**src/rtl/csa_pkg.sv**
```systemverilog
package csa_pkg;

  localparam int SYM_CNT     = 4;
  localparam int SYM_W       = 2;
  localparam int WIN_SLOTS   = 15;
  localparam int PTR_W       = $clog2(WIN_SLOTS);
  localparam int SLOT_DEPTH  = WIN_SLOTS * SYM_CNT;
  localparam int SLOT_AW     = $clog2(SLOT_DEPTH);
  localparam int PRICE_W     = 48;
  localparam int VOL_IN_W    = 48;
  localparam int VOL_W       = 56;
  localparam int PSUM_W      = 64;
  localparam int CNT_W       = 32;
  localparam int WVOL_W      = 60;
  localparam int WN_W        = $clog2(WIN_SLOTS + 1);
  localparam int WSUM_W      = PRICE_W + WN_W;

  localparam logic CMD_TRADE = 1'b0;
  localparam logic CMD_TICK  = 1'b1;

  typedef struct packed {
    logic [PRICE_W-1:0] open_p;
    logic [PRICE_W-1:0] close_p;
    logic [PRICE_W-1:0] low_p;
    logic [PRICE_W-1:0] high_p;
    logic [VOL_W-1:0]   vol;
    logic [PSUM_W-1:0]  psum;
    logic [CNT_W-1:0]   cnt;
  } minute_t;

  typedef struct packed {
    logic [PRICE_W-1:0] mean;
    logic [VOL_W-1:0]   vol;
  } slot_t;

  typedef struct packed {
    logic              start;
    logic [PSUM_W-1:0] dividend;
    logic [CNT_W-1:0]  divisor;
  } div_req_t;

  typedef struct packed {
    logic              busy;
    logic              done;
    logic [PSUM_W-1:0] quotient;
  } div_rsp_t;

endpackage

```
**src/rtl/csa_div.sv**
```systemverilog
// Restoring divider, one quotient bit per cycle.
module csa_div import csa_pkg::*; (
  input  logic     clk,
  input  logic     rst,
  input  div_req_t req,
  output div_rsp_t rsp
);
  localparam int STEP_W = $clog2(PSUM_W + 1);

  logic [PSUM_W-1:0] q;
  logic [CNT_W-1:0]  d;
  logic [CNT_W-1:0]  rem;
  logic [STEP_W-1:0] steps;
  logic              busy;
  logic              done;
  logic [CNT_W:0]    trial;
  logic              fits;

  assign trial = {rem, q[PSUM_W-1]};
  assign fits  = trial >= {1'b0, d};

  always_ff @(posedge clk) begin
    if (rst) begin
      busy  <= 1'b0;
      done  <= 1'b0;
      steps <= '0;
    end else begin
      done <= 1'b0;
      if (req.start && !busy) begin
        busy  <= 1'b1;
        q     <= req.dividend;
        d     <= req.divisor;
        rem   <= '0;
        steps <= STEP_W'(PSUM_W);
      end else if (busy) begin
        rem   <= fits ? CNT_W'(trial - {1'b0, d}) : trial[CNT_W-1:0];
        q     <= {q[PSUM_W-2:0], fits};
        steps <= steps - STEP_W'(1);
        if (steps == STEP_W'(1)) begin
          busy <= 1'b0;
          done <= 1'b1;
        end
      end
    end
  end

  assign rsp.busy     = busy;
  assign rsp.done     = done;
  assign rsp.quotient = q;

  a_no_start_busy: assert property (@(posedge clk) disable iff (rst)
    req.start |-> !busy) else $error("divider started while busy");
  a_done_after_busy: assert property (@(posedge clk) disable iff (rst)
    done |-> $past(busy)) else $error("divider done without work");
  a_zero_divisor: assert property (@(posedge clk) disable iff (rst)
    req.start |-> req.divisor != '0) else $error("divide by zero");
endmodule

```
**config.mk**
```make
export PLATFORM = sky130hd
export DESIGN_NAME = csa_div
export DESIGN_NICKNAME = d
export VERILOG_FILES = /design/src/rtl/csa_pkg.sv /design/src/rtl/csa_div.sv
export SDC_FILE = /design/constraint.sdc
export NUM_CORES = 1
export LEC_CHECK = 0
export ABC_AREA = 1
export CORE_ASPECT_RATIO = 0.75
export CORE_UTILIZATION = 45
export DETAILED_ROUTE_END_ITERATION = 16
export DONT_BUFFER_PORTS = 1
export MAX_ROUTING_LAYER = met4
export PLACE_DENSITY = 0.66
export SLEW_MARGIN = 20
export SYNTH_ARGS = -nofsm -noshare
export SYNTH_HDL_FRONTEND = slang
export SYNTH_SLANG_ARGS = --single-unit
```
**constraint.sdc**
```tcl
create_clock -name clk -period 6.9 [get_ports clk]
set_input_delay 0 -clock clk [delete_from_list [all_inputs] [get_ports clk]]
set_output_delay 0 -clock clk [all_outputs]
set_load 0.03 [all_outputs]
```
=== Word level (Yosys, flattened, before mapping) ===
Index checks and enable logic that the tools add are counted.

* Flip-flop bits (word level): 137
* Output and inout port bits: 66
* Logic and storage cells: 30

* $add $sub $neg: 2
* Order comparisons: 1
* Eq/ne operators: 1
* Mux-type cells: 10
* Bitwise gates (word level): 2
* Reductions and logical operators: 7

{| class="wikitable"
|+ Operators by type and width
! cell !! count
|-
| 64-bit 2-to-1 mux || 2
|-
| 32-bit 2-to-1 mux || 2
|-
| 33-bit by 32-bit >= comparator with 1-bit output || 1
|-
| 32-bit subtractor || 1
|-
| 7-bit 2-to-1 mux || 2
|-
| 7-bit by 1-bit equality test with 1-bit output, second input constant || 1
|-
| 7-bit by 1-bit subtractor with 7-bit output, second input constant || 1
|-
| 1-bit 2-to-1 mux || 4
|-
| 2-bit AND reduction || 2
|-
| 3-bit OR reduction || 1
|-
| 1-bit inverter || 2
|-
| 2-bit nonzero test || 1
|-
| 2-bit OR reduction || 1
|-
| 1-bit logical AND || 1
|-
| 1-bit logical NOT || 1
|}

=== Longest topological paths before layout ===
* Word-level depth: 4
* Mapped depth: 17

=== Worst setup path after synthesis ===
Ideal clock, no wire load.

* Kind: reg2reg
* Start point: register busy
* End point: register q[0] (enable)
* Setup time: 0.554 ns
* Arrival: 4.454 ns
* Data required time: 6.346 ns
* Setup slack: 1.891 ns
* Stages on the path, launching flop included: 3
* Buffers on the path: 0
* Cells stage by stage: dfxtp_1 > nor2_1 > nor2_1

* Cells in the longest elaborated chain, start to end: 4

{| class="wikitable"
|+ RTL lines
! item !! line !! RTL
|-
| from (decl) || csa_div.sv:14 || <nowiki>logic busy;</nowiki>
|-
| from (signal assigned) || csa_div.sv:24 || <nowiki>busy <= 1'b0;</nowiki>
|-
| from (signal assigned) || csa_div.sv:30 || <nowiki>busy <= 1'b1;</nowiki>
|-
| from (signal assigned) || csa_div.sv:40 || <nowiki>busy <= 1'b0;</nowiki>
|-
| 1-bit logical NOT || csa_div.sv:29 || <nowiki>if (req.start && !busy) begin</nowiki>
|-
| 1-bit logical AND || csa_div.sv:29 ||
|-
| 2-bit nonzero test (no line) (*) || -- ||
|-
| 2-bit AND reduction (no line) (*) || -- ||
|-
| to (signal assigned) || csa_div.sv:31 || <nowiki>q <= req.dividend;</nowiki>
|-
| to (signal assigned) || csa_div.sv:37 || <nowiki>q <= {q[PSUM_W-2:0], fits};</nowiki>
|-
| to (decl) || csa_div.sv:10 || <nowiki>logic [PSUM_W-1:0] q;</nowiki>
|}

Every way passes the cells marked *; elsewhere a longest branch is shown, timed or not.
A chain may end at the register's enable or synchronous reset.

=== Final worst setup path ===
* Start point: register busy
* End point: register d[18] (enable)

* Cells in the longest elaborated chain, start to end: 3

{| class="wikitable"
|+ RTL lines
! item !! line !! RTL
|-
| 1-bit logical NOT || csa_div.sv:29 ||
|-
| 1-bit logical AND || csa_div.sv:29 ||
|-
| 2-bit AND reduction (no line) || -- ||
|-
| to (signal assigned) || csa_div.sv:32 || <nowiki>d <= req.divisor;</nowiki>
|-
| to (decl) || csa_div.sv:11 || <nowiki>logic [CNT_W-1:0] d;</nowiki>
|}

No other way between the ends.

==> run_results.csv <==
group,metric,value,unit
outcome,status,"completed",
run,maxCapViolations,0,
synth,synth_cell_type_count,39,
power_and_ir_drop,switching_share,33.2,%
timing,period_needed,2800,ps
drt,vias,6664,
synth,syn_inst,998,
placement,port_buffers,0,
critical_path,critPathLaunch,"busy",
timing,hold_violations,0,
power_and_ir_drop,power.density,253,mW/mm^2
power_and_ir_drop,p_comb_share,23.0,%
clocking,cts_setup_buffers,0,
power_and_ir_drop,cellLeakagePower,0.00476,uW
placement,placed_cells,1227,
floorplanning,start_util,46.2,%
synth,synth_flop_cell,"edfxtp_1",
finish,final_cell_mix,"300 x nand2_1, 175 x inv_1, 128 x edfxtp_1",
critical_path,cp_cell_sequence,"clkinv_1 -> nand2_4 -> buf_4 -> nor2_4",
drt,wirelength,21.3,mm
placement,gp_congestion,0.978,
finish,antenna_cells,0,
synth,yosysTopAreaCellShare,44.7,%
grt,antenna_found_initial,0,
timing,fin_crit_sh,40.5,%
synth,yosysWarningCount,0,
clocking,cts_buffer_depth,2,
synth,synth_edf_count,128,
power_and_ir_drop,irDropWorstVdd,0.160,mV
critical_path,cp_num_buf_inv,2,
drt,drtIter0Drc,416,
clocking,clock_latency,430,ps
grt,grt-ovfl-total,0,
finish,area_growth,20.3,%
floorplanning,pin_count,165,
finish,drive_gt1_share,13.8,%
critical_path,setup.worst_path.start_class,"flop",
clocking,cts_tree,"done",
clocking,cts_sinks,137,
synth,synth.area.top_cells,"edfxtp_1 45%, nand2_1 13%, mux2_2 8.3%",
timing,slew_headroom,34.3,%
clocking,htree_levels,4,
clocking,cts_buffers,17,
synth,synth-seq-cells,137,
critical_path,cp-end-kind,"flop",
synth,avgSynthCellArea,8.61,sq um
critical_path,reg2reg_from,"busy",
power_and_ir_drop,pwr-share-clk,35.3,%
power_and_ir_drop,pwr-share-seq,41.7,%
critical_path,slowest_stage,"buf_4",
drt,first_pass_iters,5,
critical_path,max_stage_delay,690,ps
floorplanning,core-area,0.0186,sq mm
floorplanning,die_w,162,um
timing,setup_viol,0,
clocking,root_buffer,"clkbuf_16",
timing,fin_setup_tns,0,ps
grt,grt_pass1_wl,33.3,mm
floorplanning,rows,43,
synth,ys_seq_area_share,46.8,%
timing,drv_slew,0,
finish,final_cells,1356,
drt,vias_per_cell,4.91,
min_path,worstHoldStart,"req[96]",
grt,grt_use_total,23.0,%
timing,tightest_slew,986,ps
floorplanning,die_y,122,um
min_path,hp-class,"primary input to flop",
finish,mostFrequentLayoutCell,"nand2_1",
timing,fmax,357,MHz
drt,wl_per_cell,15.7,um
finish,nNetsFinal,1230,
clocking,clk_pin_slew,70,ps
critical_path,worst-path-max-fanout,59,
critical_path,cp.arrival,2890,ps
power_and_ir_drop,power_switching,869,uW
critical_path,critPathKind,"flop to flop",
grt,grt_max_degree,79,
critical_path,worstPathRequired,6990,ps
placement,hpwl,14.8,mm
critical_path,crit_family,"buffers and inverters",
finish,final_core_util,55.6,%
grt,grt_pass1_vias,6287,
synth,netlist_area,0.00860,sq mm
drt,final_antenna_net_count,0,
drt,drc,0,
timing,finClkSkew,9.99,ps
synth,mappedNetlistNets,1132,
power_and_ir_drop,power.internal,1750,uW
floorplanning,dieArea,0.0197,sq mm
synth,synthArstFlopShare,0,%
synth,synth_largest_area_cell,"edfxtp_1",
timing,rsz0062_at_grt,"no",
-- synthesized netlist by cell type (3+ instances only) --
cell,number
a21oi_1,23
and2_1,10
buf_2,9
buf_4,3
buf_6,4
dfxtp_1,9
edfxtp_1,128
ha_1,34
inv_1,175
inv_2,5
mux2_2,63
nand2_1,301
nand2_2,9
nand3_1,30
nand3_2,3
nand3b_1,23
nand4_1,5
nor2_1,98
nor2_2,27
xor2_1,14
-- repair_timing --
action | in CTS | in global routing
hold endpoints to repair | 155 | 0
hold buffers | 97 | 0
gates resized for setup | 0 | 0
-- per-layer routing --
metal | share of wire (%) | GRT usage [%] | routed length, um | up-vias
met4 | 1.7 | 6.66 | 370 | 0
li1 | - | - | - | 3350
met3 | 5.1 | 4.53 | 1090 | 31
met1 | 49 | 32.5 | 10400 | 3117
met2 | 44 | 33.5 | 9470 | 166
met5 | 0 | - | 0 | -
-- state kept, by name, indices dropped and copies added (netlist names) --
| name | flops |
|---|---|
| busy | 1 |
| d | 32 |
| done | 1 |
| q | 64 |
| rem | 32 |
| steps | 7 |
-- final timing paths --
path | slack (ps) | cells after the start | to
worst min-delay path | 150 | 2 | rem[27]
worst min register to register | 490 | 2 | steps[6]
worst max-delay path | 4100 | 4 | d[18]
worst max register to register | 4100 | 4 | d[18]
-- power groups by stage --
stage          clock [uW]  combinational (uW)  sequential [uW]
6_report              922                 601             1090
3_3_place_gp            0                 538             1110
5_1_grt               967                 676             1100
2_1_floorplan           0                 447             1100
3_5_place_dp            0                 546             1110
4_1_cts               931                 594             1090
-- cells by family (layout without fill, tap and decap cells) --
group	Yosys count	count (layout)	synth area share, %
AO/OA/AOI/OAI	28	28	1.72
XOR/XNOR	15	15	1.53
AND/OR/NAND/NOR	517	517	26.6
multiplexers	63	63	8.25
buffers and inverters	203	314	9.94
adder cells (fa/ha/maj)	35	35	5.18
flip-flops	137	137	46.8
-- per-stage QoR --
step	hold WS, ps	setup slack [ps]	power (uW)	area (sq um)
floorplan	72.4	1890	1540	8600
CTS	154	4080	2610	10300
global placement	74.9	4130	1640	8780
finish	150	4100	2610	10300
global route	155	3840	2740	10300
detailed placement	79.3	4110	1650	8780
-- area by class of cell --
cell class,instances,area [sq um]
well taps,247,309
clock inverters,15,163
multi-input cells,658,3740
clock buffers,17,425
fillers,1705,8270
flip-flops and latches,137,4020
inverters,183,694
repair buffers,99,986
Note: power is estimated with default switching activity, not from simulation.
