## config.mk

```make
export PLATFORM = sky130hd
export DESIGN_NAME = csa_ram
export DESIGN_NICKNAME = d
export VERILOG_FILES = /design/src/rtl/csa_ram.sv
export SDC_FILE = /design/constraint.sdc
export NUM_CORES = 1
export LEC_CHECK = 0
export BUFFER_PORTS_ARGS = -buffer_cell sky130_fd_sc_hd__buf_4
export CELL_PAD_IN_SITES_DETAIL_PLACEMENT = 1
export CELL_PAD_IN_SITES_GLOBAL_PLACEMENT = 1
export CORE_MARGIN = 5
export CORE_UTILIZATION = 47
export CTS_CLUSTER_SIZE = 40
export DETAILED_ROUTE_END_ITERATION = 8
export GPL_TIMING_DRIVEN = 0
export HOLD_SLACK_MARGIN = 0.12
export PLACE_DENSITY_LB_ADDON = 0.3
export SYNTH_ARGS = -nofsm -noshare
export SYNTH_HDL_FRONTEND = slang
export SYNTH_SLANG_ARGS = --single-unit
```

## constraint.sdc

```tcl
create_clock -name clk -period 1.8 [get_ports clk]
set_clock_uncertainty 0.1 [all_clocks]
set_input_delay 0.36 -clock clk [delete_from_list [all_inputs] [get_ports clk]]
set_output_delay 0.36 -clock clk [all_outputs]
set_load 0.01 [all_outputs]
```

## src/rtl/csa_ram.sv

```systemverilog
module csa_ram #(
  parameter int W = 8,
  parameter int D = 4
) (
  input  logic                 clk,
  input  logic                 we,
  input  logic [$clog2(D)-1:0] waddr,
  input  logic [W-1:0]         wdata,
  input  logic                 re,
  input  logic [$clog2(D)-1:0] raddr,
  output logic [W-1:0]         rdata
);
  logic [W-1:0] mem [D];

  always_ff @(posedge clk) begin
    if (we) begin
      mem[waddr] <= wdata;
    end
    if (re) begin
      rdata <= mem[raddr];
    end
  end
endmodule

```

==> Yosys cells after proc, flatten, opt, wreduce, memory -nomap -nowiden <==
Memory sizes are Yosys's and may differ from the RTL's. A register that Yosys moved wholly into a read port is not among the register bits.
Cells that the tools add are included.
W data, S select, Z words.
{ "word_totals": {"register_bits": 0, "ram_bits": 32, "in_bits": 15, "out_inout_bits": 8, "word_cells": 3, "memories": 1} }
{ "mem_list": {"columns": ["memory", "words", "word_bits", "rd", "rd_ports_with_merged_regs", "write_ports", "line", "source"], "rows": [
  ["mem", 4, 8, 1, 1, 1, "13", "logic [W-1:0] mem [D];"]
]} }
{ "classes": {"muxes": 2} }
{ "ops": {"columns": ["cell", "count"], "rows": [
  ["$mux W1", 2]
]} }

==> Logic depth before layout (Yosys ltp) <==
Gate-level depths: netlist (run 1).
{ "depth": {"depth_word": 2, "ltp_mapped": 2, "depth_no_buf": 1} }

==> Worst setup path before layout (run 1) <==
Ideal clock, no wire load.
{ "synth_timing": {"path_type": "input port to flip-flop", "from": "in waddr[0]", "to": "mem mem[0][0], enable pin", "setup_time_ns": 0.385, "arrival_ns": 1.039, "slack_ns": 0.276, "path_stages": 1, "n_path_buf": 0, "path_cell_list": "nor3b_1"} }
{ "synth_lines": {"columns": ["item", "line", "source"], "rows": [
  ["from (decl)", "7", "input logic [$clog2(D)-1:0] waddr,"],
  ["to (decl)", "13", null]
]} }
Straight into the memory's write port.

==> Worst setup path after layout (run 1) <==
{ "layout_timing": {"from": "reg rdata[3] (read register of mem)", "to": "out rdata[3]"} }
{ "layout_lines": {"columns": ["item", "line", "source"], "rows": [
  ["from (decl)", "11", "output logic [W-1:0] rdata"]
]} }
No word-level cell between the ends.

==> results of run 1 <==
[cell type report]
class                   count  area [µm²]
fillers                   257        1235
flip-flops and latches     40        1201
repair buffers             28       230.2
multi-input cells          12       216.5
well taps                  33       41.29
clock buffers               5       37.54
plain buffers               2       16.27
[per-layer routing]
metal  wire [µm]  vias up
li1            -      297
met1         808      320
met2        1238       16
met3         151        7
met4          51        0
met5           0        -
[power breakdown]
part	internal, µW	switching [µW]
clock	130	239
combinational	75.8	56.0
sequential	1080	11.4
total	1290	306
[worst paths after layout]
check | from | end | slack, ns | cells past startpoint
max reg2reg | mem[2][2] | rdata[2] | 0.60 | 1
min | re | rdata[6] | 0.21 | 1
min reg2reg | mem[3][4] | rdata[4] | 0.54 | 1
max | rdata[3] | rdata[3] | 0.47 | 1
[cell families (layout without fill, tap and decap cells)]
family,after synthesis,in the layout,share of synthesized area (%)
and+or+nand+nor,4,4,2.190
DFF,40,40,84.06
buffers and inverters,2,35,1.138
muxes,8,8,12.61
[flip-flops by register name, summed over array words and instances, names as in the netlist]
signal and flops:
mem 32, rdata 8
[cells in the mapped netlist, drive strengths merged]
master	n	area share (%)
nor3b	1	0.53
clkbuf	1	0.35
and3	1	0.44
and3b	2	1.2
buf	1	0.79
mux4	8	13
edfxtp	40	84
[per-stage QoR]
step,worst slack [ns],instances
6_report,0.4740,120
5_1_grt,0.4105,120
4_1_cts,0.02921,120
3_5_place_dp,-0.3673,107
3_3_place_gp,-0.3179,107
2_1_floorplan,0.2759,54
[repair_timing]
item / in CTS / in global routing
endpoints found under the setup margin: 0 / 0
hold buffers: 8 / 0
hold endpoints to repair: 32 / 0
==> reports/summary.md, run 1 <==
The leakage power summed over all cells was 0.0006087 µW. For this run the aggregate overflow at the end of global routing stands at 0. The first-iteration detailed-routing DRC count was 18; the width of the chip was 65.14 µm. Among all stages on the critical path, the largest delay is contributed by sky130_fd_sc_hd__edfxtp_1.

For the synthesized net count, the log shows 69. The post-synthesis register bit count is 40, and the post-synthesis instance total is 54. During synthesis, Yosys emitted a total of 0 warnings. The run gives 1593 µW as the final total power.

After routing the design area is 1743 µm². Across the VDD grid, the largest voltage drop is 561.5 µV. The met1 routing resource usage after global routing was 13.79%; the final cell utilization of the core was 58.53%. The number of iterations in the first detailed-routing pass was 4. The flow ran to the end, and the final reports show no timing, DRC or antenna violations. The final antenna-violating net count was 0. For this run, design rule violations remaining after detail routing come to 0. The area growth from synthesis to layout was 21.98%. Global-route total usage across every layer: 13.01%.

Leaving out fill and tap cells, the most frequent cell in the layout is sky130_fd_sc_hd__edfxtp_1. In the final routed layout, each cell accounts on average for 18.74 µm. The logs give 2978 µm² for the area of the placeable core and 0.33 ns for the worst-skew pair later-pin latency. Data on the critical path is required at its endpoint by 1.34 ns. For the number of distinct standard cells referenced by the synthesized netlist, the log shows 7. The total count of max-transition violations in the final report was 0; the largest fanout on the critical path was 1. Counting every sink on the clock net gives 40.

The logs give 1429 µm² for the cell area after synthesis and 20 for the floorplan row count. The kind of cell adding the most delay to the critical path is flip-flops. The die is 65.14 µm tall.

The number of setup buffers added after CTS is 0. The worst pin sits at a relative slew slack of 49.25%. Power spread over the standard cell area amounts to 914.2 nW/µm². The mean area per synthesized cell is 26.46 µm². The worst setup path is launched from a register. The cell chosen for the clock root was sky130_fd_sc_hd__clkbuf_4. The first global-routing pass estimated 3712 µm of wire.

23 I/O pins were placed. The worst setup path is captured at an output pin. The top cell types in the final layout, fill and taps aside, are sky130_fd_sc_hd__edfxtp_1, sky130_fd_sc_hd__buf_4, sky130_fd_sc_hd__mux4_2, sky130_fd_sc_hd__dlygate4sd3_1, sky130_fd_sc_hd__clkbuf_4. In this run, CTS created clock tree buffers numbering 5.

Number of buffers and inverters on the critical path: 1. Data arrives at the worst endpoint at 0.87 ns. The via-per-instance ratio was 5.333; the die footprint was 4243 µm². Entering global routing, the biggest net connects 11 pins. The run gives 0.2148 ns as the final-layout worst hold slack.

After global routing, the most crowded layer is met2. The critical path start-end classification is register to output pin. The repair_antennas step left the layout with diodes totalling 0. Setup repair after global routing left no endpoint under its margin. For this block, the via count after detailed routing is 640. Derived from the worst setup path, the maximum achievable clock frequency is 754.1 MHz.

Clock-pin slew was measured on the worst setup and hold paths at 0.09 ns. For met2 alone, demand over resource in global routing was 21.84%. Setup violations remaining at the end of the flow were counted as 0. Cells with a size suffix above 1 make up 41.38% of the layout.

Slew at the pin closest to its max-slew limit: 0.7579 ns. For the global routing usage on met3, the log shows 6.154%. The initial utilization of the core area, before any placement, comes to 47.98%. For the number of buffers on the longest clock path, the log shows 2.

Summing the sequential cell areas from Yosys gives 84.06% of the chip area. The count of buffers added on input and output ports is 20. Max-cap violations in this run came to 0.

The delay of the slowest critical-path stage came out at 0.38 ns. After the last flow step, the layout net total stands at 104. Total number of H-tree levels: 2. Traced cell by cell, the critical path runs through buf_4.

The worst hold path belongs to the class input pin to register. The number of global-route vias before repair was 722. Summed over all layers, the routed wires come to 2249 µm. The clock period minus final worst setup slack came out at 1.326 ns.

The area of placed instances is 1620 µm². The logs give 0 for the total of cells resized after clock tree synthesis and 0 for the final hold violation count. The share of the cycle needed by the critical path after routing was 73.67%; the number of antenna violations at the first check in global routing was 0. TritonCTS built the clock tree. The final sum of negative setup slack is 0 ns, and the estimated wirelength of the detail-placed design is 1485 µm.

The congestion estimate from routability-driven global placement came to 0.6540.
(Power assumes the default switching activity.)
==> run 2: changes to the inputs <==
Settings changed: ABC_AREA set to 1, CORE_UTILIZATION 47 to 40.
Clock period 1.8 ns to 1.17 ns, I/O delays scaled along.
==> run 2 against run 1 <==
Effect of this change: global-route usage grew 0.64 points; the flow now finishes with violations (setup timing); sequential power is 55% higher; register-to-register slack lost 0.42 ns; combinational power increased by 110%; sequential share of layout area shrank 11 points; synthesized cell count grew to 2.6 times the previous value; via count rose by 63%; die area grew 28%; final cell count grew 90%; largest cell class unchanged; power up 90%; critical path type is now input pin to register; first-iteration DRC count grew to 3.0 times the previous value; cell area increased by 19%.
==> reports/summary.md, run 2 <==
The number of buffers inserted by post-CTS setup repair was 0 (unchanged); the floorplan row count was 23 (+15%). Fmax: 801.2 MHz. The number of synthesis warnings came out at 0 (unchanged).

The via-per-instance ratio came out at 4.583 (-14%). The number of distinct standard cells referenced by the synthesized netlist came out at 9 (+2). Class of the tightest hold or removal check: input pin to register. The portion of the post-synthesis area used by sequential elements is 73.79% (-10 points). The final total power was 3027 µW (+90%). The logs give 3331 µm (+48%) for the detailed-route wire length and 2 (unchanged) for the number of buffers on the longest clock path.

The run gives 0 (unchanged) as the number of antenna violations at the first check in global routing. TritonCTS built the clock tree. The worst setup path is of the input pin to register kind. The number of iterations in the first detailed-routing pass came out at 4 (unchanged).

By count the netlist is led by sky130_fd_sc_hd__edfxtp_1, sky130_fd_sc_hd__nand2_1, sky130_fd_sc_hd__inv_1, sky130_fd_sc_hd__nand3_1, sky130_fd_sc_hd__nor3_1. The largest registers in the layout are mem (32), rdata (8). The initial core utilization is 40.99% (-7.0 points).

The proportion of layout cells with a drive suffix above 1 works out to 20.22% (-21 points). The height of the die was 73.79 µm (+13%); the fraction of post-synthesis cell area in the top cell type by area was 73.79% (-10 points). Setup repair after global routing could not meet its margin everywhere.

The run finished, with violations left. The tools report the peak supply drop as 656.5 µV (+17%). The arrival time at the worst endpoint is 1.06 ns (+0.19 ns). For the largest net degree at the start of global routing, the log shows 13 (+2). The leakage power summed over all cells is 0.0009271 µW (+52%).

The most used flip-flop cell after synthesis was sky130_fd_sc_hd__edfxtp_1. The largest fanout on the critical path was 8 (+7). The final reports fail on setup timing.

The number of placed I/O pins is 23 (unchanged). In the layout the commonest cells are sky130_fd_sc_hd__nand2_1, sky130_fd_sc_hd__edfxtp_1, sky130_fd_sc_hd__inv_1, sky130_fd_sc_hd__buf_4, sky130_fd_sc_hd__nand3_1. The sequential cell area was 1201 µm² (unchanged).

The share of the cycle needed by the critical path after routing was 106.7%; the synthesized net count was 156 (+130%). The average wire per standard cell came out at 14.61 µm (-22%). The tightest slew margin relative to the limit is 46.93% (-2.3 points), and the minimum setup slack in the final design is -0.07818 ns (-0.5522 ns). The number of antenna cells inserted was 0 (unchanged).

The final-report setup violation count is 24 (+24). The final hold violation count came out at 0 (unchanged). The total count of max-transition violations in the final report was 0 (unchanged); the post-synthesis register bit count was 40 (unchanged). The overflow left after global routing was 0 (unchanged).

The slew at the pin closest to its max-slew limit works out to 0.7917 ns (+0.03385 ns). The area growth from synthesis to layout is 27.29%, and the clock period minus final worst setup slack is 1.248 ns. The logs give 5 (unchanged) for the total CTS buffers and 1141 (+58%) for the number of global-route vias before repair. The net count of the finished layout came out at 192 (+85%).

The worst setup path is captured at a register. The width of the chip was 73.79 µm (+13%); the global-route total usage across every layer was 13.66% (+0.64 points). The final antenna-violating net count is 0 (unchanged), and the fraction of registers with async set/reset is 0% (unchanged). Max-cap check violation count: 0 (unchanged). The final sum of negative setup slack came out at -1.254 ns (-1.254 ns). The clock transition time at the flip-flop clock pins of the worst setup and hold paths is 0.08 ns (about the same), and the flip-flop count of the largest register after layout is 32 (unchanged). The number of port buffers was 20 (unchanged); the first-iteration detailed-routing DRC count was 54 (+36). The biggest area contributor in the post-synthesis netlist is sky130_fd_sc_hd__edfxtp_1. The run gives 0 (unchanged) as the number of DRC violations after detailed routing.

The area of the placeable core is 3971 µm² (+33%). STA classifies the critical path startpoint as an input pin. The estimated wirelength of the detail-placed design is 2349 µm (+58%), and the worst-skew pair later-pin latency is 0.28 ns (-0.05 ns). The mean area per synthesized cell is 11.54 µm² (-56%). Ranked by flip-flop count, first place goes to mem.

Number of enable-type register cells in the synthesized netlist: 40 (unchanged). The tree is rooted in a sky130_fd_sc_hd__clkbuf_8. Sorting the synthesized cells by area gives the leading types as sky130_fd_sc_hd__edfxtp_1, sky130_fd_sc_hd__nand2_1, sky130_fd_sc_hd__inv_1. The total power per unit cell area came out at 1461 nW/µm² (+60%). The tools report the layout filler cell count as 434 (+69%).

The CTS sink count came out at 40 (unchanged). Die footprint: 5445 µm² (+28%). The via count was 1045 (+63%); the global-route wire length before repair was 5292 µm (+43%). The post-synthesis instance total came out at 141 (+160%). The run gives 0.7915 (+21%) as the global placer's final weighted congestion. The logs give 1628 µm² (+14%) for the cell area after synthesis and 0.98 ns (-0.36 ns) for the required time at the worst-slack endpoint.

The total number of H-tree levels is 2 (unchanged). The area of combinational cells with multiple inputs was 276.5 µm² (+28%).
## run 2: power by group
| part | leakage (µW) | internal [µW] | total, µW | switching [µW] |
|---|---|---|---|---|
| registers | 0.000373 | 1660 | 1690 | 21.1 |
| logic | 0.000499 | 121 | 273 | 151 |
| clock network | 0.0000552 | 632 | 1070 | 437 |
## run 2: path summary, 6_finish.rpt
path	start	to	slack [ns]	depth (start not counted)
worst max register to register	mem[3][4]	rdata[4]	0.18	4
worst min register to register	mem[0][2]	rdata[2]	0.54	4
worst min-delay path	waddr[1]	mem[1][4]	0.22	2
worst max-delay path	waddr[0]	mem[3][7]	-0.08	3
## run 2: stage by stage
step           instances  setup WS [ns]  cell area, µm²  hold slack (ns)  utilization, %
5_1_grt              228        -0.1611            2072           0.2128           52.17
2_1_floorplan        141        -0.2218            1638           0.2329               -
3_3_place_gp         211        -0.7276            1851           0.3317           46.60
4_1_cts              228        -0.1004            2058           0.2556           51.83
6_report             228       -0.07818            2072           0.2198           52.17
3_5_place_dp         211        -0.8218            1851           0.3376           46.60
## run 2: critical path, stage by stage
cell,delay [ns]
sky130_fd_sc_hd__buf_4,0.10
sky130_fd_sc_hd__inv_1,0.07
sky130_fd_sc_hd__nor3_2,0.65
## run 2: final cells by class
cell class	count	area share, %
Multi-Input combinational cell	60	13.35
Clock inverter	2	1.691
Tap cell	50	3.019
Inverter	37	6.824
Timing Repair Buffer	29	11.96
Sequential cell	40	57.97
Clock buffer	6	3.502
Buffer	4	1.691
## run 2: cells by family (layout without fill, tap and decap cells)
group | count (synthesis) | in the layout | share of synthesized area [%]
buffers and inverters | 41 | 78 | 10.84
AND/OR/NAND/NOR | 60 | 60 | 15.37
flip-flops | 40 | 40 | 73.79
## run 2: what timing repair did
item,in CTS,in global routing
hold endpoints to repair,40,0
hold buffers,9,0
resized for setup,2,3
setup endpoints to repair,32,38
## run 2: layer usage
layer  track usage (%)  vias to the layer above  wire, µm
met5                 0                        -         0
met4             6.237                        0        32
met3             3.283                        4       182
met2             23.62                       28      1700
met1             15.86                      499      1416
li1                  -                      514         -
==> run 3: changes to the inputs <==
Settings changed: ABC_AREA 1 to 0, CORE_UTILIZATION 40 to 43, MAX_ROUTING_LAYER set to met4.
==> run 3 against run 2 <==
Effect of this change: the run still ends with setup timing left; combinational power down 19%; final cell count fell by 40%; sequential power is essentially flat; utilization is 3.1 points higher; routed wire length decreased by 29%; die area decreased by 16%; via count shrank 37%; largest power group unchanged; highest routed layer unchanged.
==> reports/summary.md, run 3 (synthesis results as in run 1) <==
The flow ran to the end, but the final reports show violations. The checks that failed: setup timing. In this run the worst hold path is classified as input pin to register. The max-cap check violation count came out at 0 (unchanged). For the detailed-route wire length, the log shows 2374 µm (-29%). Flip-flop count of the largest register after layout: 32 (unchanged).

The end point of the most critical hold path was mem[0][7]. The tree is rooted in a sky130_fd_sc_hd__clkbuf_4. The run gives 0 (unchanged) as the number of antenna cells inserted. The number of DRC violations after detailed routing was 0 (unchanged). TritonCTS built the clock tree.

The worst-skew pair later-pin latency was 0.34 ns (+0.06 ns). The peak supply drop was 710.4 µV (+8.2%); the width of the chip was 67.65 µm (-8.3%). The die footprint is 4576 µm² (-16%), and the worst hold path depth is 2 (unchanged).

The net count of the finished layout came out at 105 (-45%). Number of port buffers: 20 (unchanged). The commonest non-fill, non-tap cell in the layout is sky130_fd_sc_hd__edfxtp_1. The average wire per standard cell is 17.46 µm (+19%). The signal on the critical path passes through mux4_2.

The via-per-instance ratio is 4.838 (+5.6%). The tools report the leakage power summed over all cells as 0.0006313 µW (-32%). The largest registers in the layout are mem (32), rdata (8). The final hold violation count came out at 0 (unchanged). For the final cell utilization of the core, the log shows 55.31% (+3.1 points). For the final antenna-violating net count, the log shows 0 (unchanged). The area of the placeable core is 3284 µm² (-17%), and the number of iterations in the first detailed-routing pass is 4 (unchanged). The overflow left after global routing was 0 (unchanged). The clock period minus final worst setup slack was 1.258 ns (+0.009546 ns); the global-route wire length before repair was 3870 µm (-27%). In this run the critical register-to-register path is captured at rdata[1]. The clock transition time at the flip-flop clock pins of the worst setup and hold paths was 0.11 ns (+0.03 ns); the via count was 658 (-37%). The run gives 20 (-63%) as the first-iteration detailed-routing DRC count.

For the total number of H-tree levels, the log shows 2 (unchanged). The worst setup path is of the register to register kind. The beginning of the worst register-to-register path is mem[2][1]. The run gives -0.5276 ns (+0.7262 ns) as the final sum of negative setup slack.

The top cell types in the final layout, fill and taps aside, are sky130_fd_sc_hd__edfxtp_1, sky130_fd_sc_hd__buf_4, sky130_fd_sc_hd__dlygate4sd3_1, sky130_fd_sc_hd__mux4_2, sky130_fd_sc_hd__buf_6. The proportion of layout cells with a drive suffix above 1 works out to 41.11% (+21 points). The number of placed I/O pins came out at 23 (unchanged). The kind of end point of the critical path was a register. The depth of the most critical reg-to-reg path is 1 (-3). The worst hold path begins at waddr[0]. The minimum setup slack in the final design was -0.08773 ns (-0.009546 ns). For the fmax, the log shows 795.1 MHz (-0.76%). The run gives 43.50% (+2.5 points) as the initial core utilization.

Area of placed instances: 1650 µm² (-11%). The worst reg-to-reg setup slack was -0.09 ns (-0.27 ns). Global placer's final weighted congestion: 0.5843 (-26%). Setup repair after global routing could not meet its margin everywhere.

The logs give 5 (unchanged) for the total CTS buffers and 21 (-8.7%) for the floorplan row count. Number of buffers and inverters on the critical path: 0 (-2). The share of the cycle needed by the critical path after routing works out to 107.5% (+0.82 points). Tightest slew margin relative to the limit: 53.85% (+6.9 points). The number of global-route vias before repair was 740 (-35%).

The register with the most flip-flops in the final layout is mem. The tools report the CTS sink count as 40 (unchanged). The logs give -0.2894 ns (+0.5324 ns) for the worst slack after detailed placement and 0 (unchanged) for the number of antenna violations at the first check in global routing. The worst setup path is launched from a register. Total power per unit cell area: 1391 nW/µm² (-4.8%). The delay of the slowest critical-path stage is 0.50 ns (-0.15 ns). The final design area excluding fillers is 1817 µm² (-12%), and the slew at the pin closest to its max-slew limit is 0.6892 ns (-0.1025 ns). The layout filler cell count is 299 (-31%), and the global-route total usage across every layer is 13.25% (-0.41 points).

The area growth from synthesis to layout was 27.15%; the arrival time at the worst endpoint was 1.24 ns (+0.18 ns). The required time at the worst-slack endpoint is 1.15 ns (+0.17 ns), and the final-report setup violation count is 16 (-33%). Height of the die: 67.65 µm (-8.3%).

Among cell families on the critical path, the largest total delay comes from multiplexers. The number of buffers on the longest clock path was 2 (unchanged); the largest fanout on the critical path was 1 (-7). Total count of max-transition violations in the final report: 0 (unchanged). The tools report the largest net degree at the start of global routing as 12 (-1). For this design, the slowest cell found on the critical path is sky130_fd_sc_hd__mux4_2.
-- run 3: cell types whose count changed in the layout (fill, tap and decap cells not counted), moves of 2 or more --
cell,change
sky130_fd_sc_hd__buf_4,-7
sky130_fd_sc_hd__inv_1,-36
sky130_fd_sc_hd__clkbuf_4,+5
sky130_fd_sc_hd__clkbuf_8,-5
sky130_fd_sc_hd__nand2_1,-40
sky130_fd_sc_hd__and3b_1,+2
sky130_fd_sc_hd__nor3_2,-3
sky130_fd_sc_hd__nand3_1,-16
sky130_fd_sc_hd__mux4_2,+8
sky130_fd_sc_hd__buf_6,+4
-- run 3: layer usage --
layer / routed length (µm) / global-route usage (%) / share of wire [%]
met4: 74 / 9.114 / 3.1
met1: 948 / 14.90 / 40
met5: 0 / - / 0
met3: 117 / 3.161 / 4.9
met2: 1233 / 20.78 / 52
-- run 3: report_power, final --
part / leakage (µW) / switching, µW / internal (µW)
Clock: 0.0000281 / 397 / 221
Sequential: 0.000372 / 24.4 / 1660
Combinational: 0.000231 / 86.3 / 134
Total: 0.000631 / 508 / 2020
-- run 3: worst max path at each step --
stage                    from         to  slack (ns)  depth (start not counted)
global placement     waddr[0]  mem[0][2]       -0.30                          2
global route        mem[3][1]   rdata[1]       -0.12                          1
detailed placement   waddr[0]  mem[0][3]       -0.29                          2
finish              mem[2][1]   rdata[1]       -0.09                          1
CTS                 mem[2][1]   rdata[1]       -0.11                          1
floorplan            raddr[0]   rdata[0]       -0.02                          2
-- run 3: what timing repair did --
action / CTS / global route
hold buffers: 9 / 0
setup endpoints to repair: 16 / 16
cloned: 0 / 0
setup buffers: 0 / 0
pin swaps: 0 / 0
hold endpoints to repair: 40 / 0
gates resized for setup: 8 / 0
-- run 3: final cells by class --
cell class                      count  area, µm²  area share, %
Tap cell                           46      57.56          3.168
Sequential cell                    40       1201          66.12
Clock inverter                      1      5.005         0.2755
Timing Repair Buffer               29      270.3          14.88
Multi-Input combinational cell     12      216.5          11.91
Clock buffer                        6      41.29          2.273
Buffer                              2      25.02          1.377
-- run 3: stage by stage --
stage	total power [µW]	hold WS (ns)	cells
final	2528	0.1658	136
after global routing	2658	0.1555	136
after CTS	2561	0.1546	136
after detailed placement	1909	0.3397	120
after global placement	1891	0.3331	120
after floorplan	1799	0.2329	54
